**config.mk**
```make
export PLATFORM = sky130hd
export DESIGN_NAME = vm_source_lexer
export DESIGN_NICKNAME = d
export VERILOG_FILES = /design/src/rtl/core/vsl_pkg.sv /design/src/rtl/core/vsl_lex_step.sv /design/src/rtl/core/vm_source_lexer.sv
export VERILOG_INCLUDE_DIRS = /design/src /design/src/rtl/core
export SDC_FILE = /design/constraint.sdc
export NUM_CORES = 1
export LEC_CHECK = 0
export ABC_AREA = 1
export BUFFER_PORTS_ARGS = -buffer_cell sky130_fd_sc_hd__buf_2
export CELL_PAD_IN_SITES_DETAIL_PLACEMENT = 1
export CELL_PAD_IN_SITES_GLOBAL_PLACEMENT = 2
export CORE_ASPECT_RATIO = 1.1
export CORE_MARGIN = 2
export CORE_UTILIZATION = 40
export CTS_BUF_LIST = sky130_fd_sc_hd__clkbuf_2
export DETAILED_ROUTE_END_ITERATION = 16
export PLACE_DENSITY_LB_ADDON = 0.1
export SLEW_MARGIN = 20
export SYNTH_ARGS = -nofsm -noshare
export SYNTH_HDL_FRONTEND = slang
export SYNTH_SLANG_ARGS = --single-unit
```
**constraint.sdc**
```tcl
create_clock -name clk_i -period 7.2 [get_ports clk_i]
set_clock_uncertainty 0.05 [all_clocks]
set_input_delay 0 -clock clk_i [delete_from_list [all_inputs] [get_ports clk_i]]
set_output_delay 0 -clock clk_i [all_outputs]
set_load 0.1 [all_outputs]
```
**src/rtl/core/vm_source_lexer_macros.svh**
```systemverilog
// Assertion macros shared by the source lexer RTL.
// Depends on nothing; included by the modules that carry checks.
`ifndef VM_SOURCE_LEXER_MACROS_SVH
`define VM_SOURCE_LEXER_MACROS_SVH

`ifndef NO_ASSERTIONS

// Check prop at every rising clk_i edge, quiet while rst_ni is low.
`define VSL_ASSERT_RST(label, prop) \
  label: assert property (@(posedge clk_i) disable iff (!rst_ni) prop) \
    else $error("%m: check failed");

// Check prop at every rising clk_i edge, reset included.
`define VSL_ASSERT_ALWAYS(label, prop) \
  label: assert property (@(posedge clk_i) prop) \
    else $error("%m: check failed");

`else

`define VSL_ASSERT_RST(label, prop)
`define VSL_ASSERT_ALWAYS(label, prop)

`endif

`endif

```
**src/rtl/core/vsl_pkg.sv**
```systemverilog
// Types and constants of the source lexer: token kinds, run classes,
// keyword table and the result record. Depends on nothing.
package vsl_pkg;

  localparam int unsigned TEXT_W   = 64;
  localparam int unsigned LEN_W    = 4;
  localparam int unsigned CHAR_W   = 8;
  localparam int unsigned NUM_KW   = 7;
  localparam int unsigned FIFO_DEPTH = 4;

  typedef enum logic [3:0] {
    K_PUSH    = 4'd0,
    K_POP     = 4'd1,
    K_DUP     = 4'd2,
    K_ADD     = 4'd3,
    K_IFEQ    = 4'd4,
    K_JUMP    = 4'd5,
    K_PRINT   = 4'd6,
    K_NUMBER  = 4'd7,
    K_NEWLINE = 4'd8,
    K_BLANKS  = 4'd9,
    K_END     = 4'd10,
    K_ERROR   = 4'd11
  } kind_e;

  // Class of the open run.
  localparam logic [1:0] CL_IDLE  = 2'd0;
  localparam logic [1:0] CL_BLANK = 2'd1;
  localparam logic [1:0] CL_DIGIT = 2'd2;
  localparam logic [1:0] CL_LOWER = 2'd3;

  localparam logic [CHAR_W-1:0] CH_NUL   = 8'h00;
  localparam logic [CHAR_W-1:0] CH_TAB   = 8'h09;
  localparam logic [CHAR_W-1:0] CH_LF    = 8'h0A;
  localparam logic [CHAR_W-1:0] CH_SPACE = 8'h20;
  localparam logic [CHAR_W-1:0] CH_ZERO  = 8'h30;
  localparam logic [CHAR_W-1:0] CH_NINE  = 8'h39;
  localparam logic [CHAR_W-1:0] CH_LC_A  = 8'h61;
  localparam logic [CHAR_W-1:0] CH_LC_Z  = 8'h7A;

  // Keywords packed first character in the low byte, in kind order.
  localparam logic [TEXT_W-1:0] KEYWORD_PACK [NUM_KW] = '{
    64'h0000_0000_6873_7570,  // push
    64'h0000_0000_0070_6f70,  // pop
    64'h0000_0000_0070_7564,  // dup
    64'h0000_0000_0064_6461,  // add
    64'h0000_0000_7165_6669,  // ifeq
    64'h0000_0000_706d_756a,  // jump
    64'h0000_0074_6e69_7270   // print
  };

  typedef struct packed {
    kind_e             kind;
    logic [LEN_W-1:0]  text_len;
    logic [TEXT_W-1:0] text_bytes;
    logic              last;
  } res_t;

  // What one byte produces: number of results (0..2) and the results.
  typedef struct packed {
    logic [1:0] count;
    res_t       r0;
    res_t       r1;
  } step_out_t;

endpackage

```
**src/rtl/core/vsl_lex_step.sv**
```systemverilog
// One lexer step: from the open run and one byte, the next run and the
// results the byte completes. Combinational. Depends on vsl_pkg.
module vsl_lex_step #(
  parameter int unsigned MAX_TEXT_LEN = 8
) (
  input  logic [1:0]                  run_class_i,
  input  logic [vsl_pkg::TEXT_W-1:0]  run_text_i,
  input  logic [vsl_pkg::LEN_W-1:0]   run_len_i,
  input  logic [vsl_pkg::CHAR_W-1:0]  char_i,
  output logic [1:0]                  run_class_o,
  output logic [vsl_pkg::TEXT_W-1:0]  run_text_o,
  output logic [vsl_pkg::LEN_W-1:0]   run_len_o,
  output vsl_pkg::step_out_t          step_o
);
  import vsl_pkg::*;

  logic  is_blank, is_digit, is_lower, is_term, room, extend, do_close;
  logic  kw_hit, start_emit;
  kind_e kw_kind;
  res_t  close_res, start_res;
  logic [1:0]        start_cls;
  logic [TEXT_W-1:0] start_text;
  logic [LEN_W-1:0]  start_len;

  always_comb begin
    is_blank = (char_i == CH_SPACE) || (char_i == CH_TAB);
    is_digit = (char_i >= CH_ZERO) && (char_i <= CH_NINE);
    is_lower = (char_i >= CH_LC_A) && (char_i <= CH_LC_Z);
    is_term  = is_blank || (char_i == CH_LF) || (char_i == CH_NUL);
    room     = run_len_i < LEN_W'(MAX_TEXT_LEN);

    extend = ((run_class_i == CL_BLANK) && is_blank) ||
             ((run_class_i == CL_DIGIT) && is_digit && room) ||
             ((run_class_i == CL_LOWER) && is_lower && room);
    do_close = (run_class_i != CL_IDLE) && !extend;

    // keyword match on the whole packed text
    kw_hit  = 1'b0;
    kw_kind = K_ERROR;
    for (int i = NUM_KW - 1; i >= 0; i--) begin
      if (run_text_i == KEYWORD_PACK[i]) begin
        kw_hit  = 1'b1;
        kw_kind = kind_e'(LEN_W'(i));
      end
    end

    close_res            = '0;
    close_res.kind       = K_ERROR;
    close_res.text_len   = run_len_i;
    close_res.text_bytes = run_text_i;
    case (run_class_i)
      CL_BLANK: begin
        close_res.kind       = K_BLANKS;
        close_res.text_len   = '0;
        close_res.text_bytes = '0;
      end
      CL_DIGIT: close_res.kind = is_term ? K_NUMBER : K_ERROR;
      CL_LOWER: close_res.kind = (is_term && kw_hit) ? kw_kind : K_ERROR;
      default:  close_res.kind = K_ERROR;
    endcase

    // token started by the byte itself
    start_res  = '0;
    start_emit = 1'b0;
    start_cls  = CL_IDLE;
    start_text = '0;
    start_len  = '0;
    if (char_i == CH_NUL) begin
      start_emit     = 1'b1;
      start_res.kind = K_END;
    end else if (char_i == CH_LF) begin
      start_emit     = 1'b1;
      start_res.kind = K_NEWLINE;
    end else if (is_blank) begin
      start_cls = CL_BLANK;
    end else if (is_digit || is_lower) begin
      start_cls              = is_digit ? CL_DIGIT : CL_LOWER;
      start_text[CHAR_W-1:0] = char_i;
      start_len              = LEN_W'(1);
    end else begin
      start_emit     = 1'b1;
      start_res.kind = K_ERROR;
    end

    step_o = '0;
    if (extend) begin
      run_class_o = run_class_i;
      run_text_o  = run_text_i;
      if (run_class_i != CL_BLANK) begin
        run_text_o[CHAR_W*run_len_i[2:0] +: CHAR_W] = char_i;
      end
      run_len_o = (run_class_i == CL_BLANK) ? run_len_i : run_len_i + LEN_W'(1);
    end else begin
      run_class_o  = start_cls;
      run_text_o   = start_text;
      run_len_o    = start_len;
      step_o.count = {1'b0, do_close} + {1'b0, start_emit};
      step_o.r0    = do_close ? close_res : start_res;
      step_o.r0.last = !(do_close && start_emit);
      step_o.r1      = start_res;
      step_o.r1.last = 1'b1;
    end
  end

endmodule

```
**src/rtl/core/vm_source_lexer.sv**
```systemverilog
// Streaming source lexer, top level: input register, lexer step and result queue.
// Depends on vsl_pkg, vsl_lex_step and vm_source_lexer_macros.svh.
//
// Takes one source byte per transfer on the input channel and delivers
// tokens on the output channel, one result per transfer. A byte is
// registered, then, once the queue has room for two results, the lexer step
// closes or extends the open run and pushes zero, one or two results into a
// four-entry result queue, which drives the output ports. A byte enters every
// cycle as long as the queue has room for two results; the output port moves
// one result per cycle while out_stall_i is low, so the sustained rate is one
// byte per cycle while bytes give at most one result each and the output is
// not stalled; a byte that gives two results (an open run closed by a
// newline, a NUL or an unrecognised byte) takes one more output transfer.
// A byte's results reach the output through the byte register and the
// result queue. Token text is packed first character in the low byte; last_o
// marks the final result of a byte. There is no clearing pass after reset.
`include "vm_source_lexer_macros.svh"

module vm_source_lexer #(
  parameter int unsigned MAX_TEXT_LEN = 8
) (
  input  logic                        clk_i,
  input  logic                        rst_ni,
  input  logic                        in_valid_i,
  output logic                        in_stall_o,
  input  logic [vsl_pkg::CHAR_W-1:0]  char_in_i,
  output logic                        out_valid_o,
  input  logic                        out_stall_i,
  output logic [3:0]                  kind_o,
  output logic [vsl_pkg::LEN_W-1:0]   text_len_o,
  output logic [vsl_pkg::TEXT_W-1:0]  text_bytes_o,
  output logic                        last_o
);
  import vsl_pkg::*;

  localparam int unsigned PTR_W = $clog2(FIFO_DEPTH);
  localparam int unsigned CNT_W = $clog2(FIFO_DEPTH + 1);

  // input register
  logic              in_full_q, in_full_d;
  logic [CHAR_W-1:0] char_q;

  // open run
  logic [1:0]        run_class_q, run_class_d;
  logic [TEXT_W-1:0] run_text_q, run_text_d;
  logic [LEN_W-1:0]  run_len_q, run_len_d;
  step_out_t         step;

  // result queue
  res_t             res_mem [FIFO_DEPTH];
  logic [PTR_W-1:0] wr_ptr_q, wr_ptr_d, rd_ptr_q, rd_ptr_d;
  logic [CNT_W-1:0] cnt_q, cnt_d;

  logic proc, in_xfer, out_xfer;
  res_t head;

  // Process the held byte only when the queue can take two results.
  assign proc       = in_full_q && (cnt_q <= CNT_W'(FIFO_DEPTH - 2));
  assign in_stall_o = in_full_q && !proc;
  assign in_xfer    = in_valid_i && !in_stall_o;

  assign head         = res_mem[rd_ptr_q];
  assign out_valid_o  = (cnt_q != '0);
  assign out_xfer     = out_valid_o && !out_stall_i;
  assign kind_o       = head.kind;
  assign text_len_o   = head.text_len;
  assign text_bytes_o = head.text_bytes;
  assign last_o       = head.last;

  vsl_lex_step #(
    .MAX_TEXT_LEN(MAX_TEXT_LEN)
  ) u_step (
    .run_class_i(run_class_q),
    .run_text_i (run_text_q),
    .run_len_i  (run_len_q),
    .char_i     (char_q),
    .run_class_o(run_class_d),
    .run_text_o (run_text_d),
    .run_len_o  (run_len_d),
    .step_o     (step)
  );

  always_comb begin
    in_full_d = in_full_q;
    if (in_xfer) begin
      in_full_d = 1'b1;
    end else if (proc) begin
      in_full_d = 1'b0;
    end
    wr_ptr_d = wr_ptr_q;
    cnt_d    = cnt_q;
    if (proc) begin
      wr_ptr_d = wr_ptr_q + PTR_W'(step.count);
      cnt_d    = cnt_q + CNT_W'(step.count);
    end
    rd_ptr_d = out_xfer ? rd_ptr_q + PTR_W'(1) : rd_ptr_q;
    if (out_xfer) begin
      cnt_d = cnt_d - CNT_W'(1);
    end
  end

  always_ff @(posedge clk_i or negedge rst_ni) begin
    if (!rst_ni) begin
      in_full_q   <= 1'b0;
      run_class_q <= CL_IDLE;
      run_text_q  <= '0;
      run_len_q   <= '0;
      wr_ptr_q    <= '0;
      rd_ptr_q    <= '0;
      cnt_q       <= '0;
    end else begin
      in_full_q <= in_full_d;
      wr_ptr_q  <= wr_ptr_d;
      rd_ptr_q  <= rd_ptr_d;
      cnt_q     <= cnt_d;
      // advance the open run once per processed byte
      if (proc) begin
        run_class_q <= run_class_d;
        run_text_q  <= run_text_d;
        run_len_q   <= run_len_d;
      end
    end
  end

  // payload: byte holding register and queue entries
  always_ff @(posedge clk_i) begin
    if (in_xfer) begin
      char_q <= char_in_i;
    end
    if (proc && (step.count != 2'd0)) begin
      res_mem[wr_ptr_q] <= step.r0;
    end
    if (proc && (step.count == 2'd2)) begin
      res_mem[wr_ptr_q + PTR_W'(1)] <= step.r1;
    end
  end

  // queue never holds more than its depth
  `VSL_ASSERT_RST(a_cnt_bound, cnt_q <= CNT_W'(FIFO_DEPTH))
  // a result that is not the last of its byte has its partner queued behind it
  `VSL_ASSERT_RST(a_pair_queued, (out_xfer && !last_o) |-> (cnt_q >= CNT_W'(2)))
  // the open run never outgrows the text limit
  `VSL_ASSERT_RST(a_len_bound, run_len_q <= LEN_W'(MAX_TEXT_LEN))
  // an idle or blank run holds no text
  `VSL_ASSERT_RST(a_idle_empty,
    ((run_class_q == CL_IDLE) || (run_class_q == CL_BLANK)) |->
      ((run_len_q == '0) && (run_text_q == '0)))
  // a held byte that cannot be processed blocks the next transfer
  `VSL_ASSERT_RST(a_hold_byte, (in_full_q && !proc) |=> (in_full_q && $stable(char_q)))

endmodule

```
==> summary.md <==
| Metric | Value |
|---|---|
| Max-slew violation count | 0 |
| Number of global-route vias before repair | 17.98k |
| Status | complete, no violations |
| Worst setup EP type | flip-flop |
| Die area | around 0.047 mm² |
| Cell area after layout | between 0.015 and 0.02 mm² |
| R2r setup slk | between 1.5 and 2 ns |
| I/O Buffers | 86 |
| Final setup violation count | 0 |
| Critical path fanouts, max | 42 |
| R2R Path Start | char_q[2]$_DFFE_PP_ |
| Max_slew headroom | 30.43% |
| Vias per inst | approximately 5.4 |
| Worst EP required | 8.13 ns |
| CP Launch Type | flip-flop |
| Most used cell, CP | nand2_1 |
| Die width | 207.2 µm |
| Die Ht | roughly 230 µm |
| Worst reg2reg path endpoint | res_mem[0][49]$_SDFFE_PP0P_ |
| Fin. Hold Viols | 0 |
| WL per Instance | around 20 µm |
| CTS tree | done |
| Yosys warnings | 0 |
| P_leak | around 0.0091 µW |
| Cell Area, Synth | around 0.018 mm² |
| Minimum hold slack | around 0.13 ns |
| Hold Crit Class | in -> reg |
| Crit path DAT | roughly 6.3 ns |
| Register bit total from synthesis | between 300 and 400 |
| Register area share after synthesis | a little under half |
| CTS resizes | 0 |
| GRT met3 Usage | approximately 4% |
| Layout cells sized above 1 | between 10% and 20% |
| Max rail drop VDD | 0.4381 mV |
| Clk buf depth | 3 |
| Reg2Reg Depth | 19 |
| Most common cell after layout, fill and taps aside | nand2_1 |
| Drt first pass iters | 5 |
| RD Place Congestion | ~0.86 |
| WL final | 65,890 µm |
| F_max | approximately 190 MHz |
| Hold endpoint | char_q[2]$_DFFE_PP_ |
| Critical-path top delay cell | inv_2 |
| Largest net degree at the start of global routing | 81 |
| Synth Instances | roughly 2.5k |
| TNS Setup | 0 ns |
| Cts hold-fix bufs | 26 |
| Max Cap Viol | 0 |
| Most utilized layer in the global route result | met2 |
| Postcts setup bufs | 0 |
| 1st-iter DRT viols | ~1.0k |
| Std-Cell Core Area | 0.04469 mm² |
| IO Pins | 87 |
| Placed Cells | roughly 3.0k |
| Area grow syn2layout | 8.759% |
| Placed Area | between 0.015 and 0.02 mm² |
| DRC | 0 |
| Post-DP HPWL | 41,730 µm |
| RSZ-0062 raised after global routing | false |
| M2 GR Usage | a little under half |
| Post-route ant nets | 0 |
| Root buf cell | clkbuf_2 |
| Worst hold start | char_in_i[2] |
| Total global-route track usage | between 20% and 30% |
| Clock sink total | 378 |
| Pre-CTS WS | about 1.8 ns |
| DR vias | between 15k and 20k |
| Hold depth | 3 |
| Filler cells | 5,715 |
| Mapped Avg Cell Area | 7.359 µm² |
| GR Overflow Total | 0 |
| CTS clk-pin slew, worst paths | approximately 0.10 ns |
| Clock Latency Late Sink | 1.10 ns |
| Fin crit period | 5.314 ns |
| CP Launch Point | char_q[2]$_DFFE_PP_ |
| Kind of critical path | reg -> reg |
| Met1 GRT Util | between 30% and 40% |
| Layout Nets | 2,568 |
| CTS buffer count | 102 |
| CP max stage delay | between 1 and 1.5 ns |
| Final WS setup | around 1.9 ns |
| Fin crit share | approximately three quarters |
| Most frequent cells in the layout | 726 x nand2_1, 334 x nor2_1, 314 x nand3_1 |
| Initial core utilization | between 40% and 50% |
| Antenna violations before repair | 4 |
| Tightest Pin Transition | around 1.0 ns |
| Synth cell types | 46 |
| Power Density | 433.4 mW/mm² |
| Non-Filler Instances | 3,207 |
| First-pass GRT wire length | 102,400 µm |
| Row cnt | between 80 and 90 |
| Sequence of cells on the critical path | nor2_1 > nand3_2 > nand3b_2 > nand2_4 > nand2_2 > nand2_1 > inv_2 > nand2_8 > inv_4 > nand2_4 > inv_1 > ha_1 > inv_1 > nand2_1 > nand3_4 > inv_2 > buf_4 > nand2_1 > nand2_1 |
| Post-synth net total | approximately 2.5k |
| CTS H-tree lvls | 3 |
==> critical path: cells and delay by family, from the launching register on <==
family | cells | cell delay (ns)
flops | 1 | 0.51
fa+ha+maj | 1 | 0.33
buf+inv | 6 | 1.95
simple gates | 12 | 2.34
==> cells by family (layout without fill, tap and decap cells) <==
group                    Yosys count  count (layout)  synth area share [%]
XOR/XNOR                           3               3                0.1446
flip-flops                       378             378                 45.12
adder cells (fa/ha/maj)           11              11                0.7988
buffers and inverters            266             422                 7.444
AND/OR/NAND/NOR                 1503            1503                 37.03
multiplexers                       1               1               0.05509
AO/OA/AOI/OAI                    307             307                 9.406
other                              0               1                     0
==> layer usage <==
metal	wire, µm	vias to the layer above	share of wire [%]
li1	-	8310	-
met1	30850	8575	47
met2	30730	388	47
met3	2627	116	4.0
met4	1640	6	2.5
met5	38	-	0.058
==> report_power, final <==
part           switching (µW)  internal (µW)
combinational            3920            695
clock                     938            640
sequential                148           2230
==> sequential cells by signal, summed over array words and instances, names as in the netlist <==
name and flops:
rd_ptr_q 2, wr_ptr_q 2, char_q 8, run_len_q 4
run_text_q 64, cnt_q 3, res_mem 292, run_class_q 2
in_full_q 1
==> Yosys cell counts (all sizes together) <==
library cell	n	share of area [%]
fa	1	0.11
a31oi	1	0.034
dfxtp	276	30
nor3	16	0.59
a21oi	3	0.14
mux2i	1	0.055
buf	104	4.1
nor4	3	0.10
a21boi	1	0.062
nand4	23	0.79
o21ai	225	6.5
dfrtp	78	11
inv	106	2.2
o22ai	76	2.6
xor2	3	0.14
clkbuf	54	1.1
nor2	341	7.3
edfxtp	24	4.0
and2	6	0.21
nand3b	2	0.10
ha	10	0.69
nand2	731	15
clkinv	2	0.041
nand3	381	13
a211oi	1	0.041
==> stage by stage <==
step           power [µW]  util, %
6_report             8564    44.21
5_1_grt              8982    44.21
4_1_cts              8632    44.15
3_5_place_dp         7026    41.44
3_3_place_gp         6990    41.44
2_1_floorplan        6013        -
==> worst max path at each step <==
stage          depth (start not counted)  slack, ns                     endpoint
6_report                              19       1.89  res_mem[0][49]$_SDFFE_PP0P_
5_1_grt                               19       1.43  res_mem[0][49]$_SDFFE_PP0P_
4_1_cts                               20       1.83  res_mem[0][49]$_SDFFE_PP0P_
3_5_place_dp                          19       1.83  res_mem[0][29]$_SDFFE_PP0P_
3_3_place_gp                          19       2.03  res_mem[0][38]$_SDFFE_PP0P_
2_1_floorplan                         25       3.63           cnt_q[2]$_DFF_PN0_
==> cell type report <==
| type | count | area [µm²] | area share [%] |
|---|---|---|---|
| diodes | 1 | 2.502 | 0.01266 |
| clock inverters | 16 | 92.59 | 0.4685 |
| well taps | 581 | 726.9 | 3.679 |
| inverters | 108 | 410.4 | 2.077 |
| flip-flops and latches | 378 | 8203 | 41.51 |
| multi-input cells | 1825 | 8620 | 43.62 |
| clock buffers | 168 | 840.8 | 4.255 |
| repair buffers | 130 | 865.8 | 4.381 |
(Power assumes the default switching activity.)
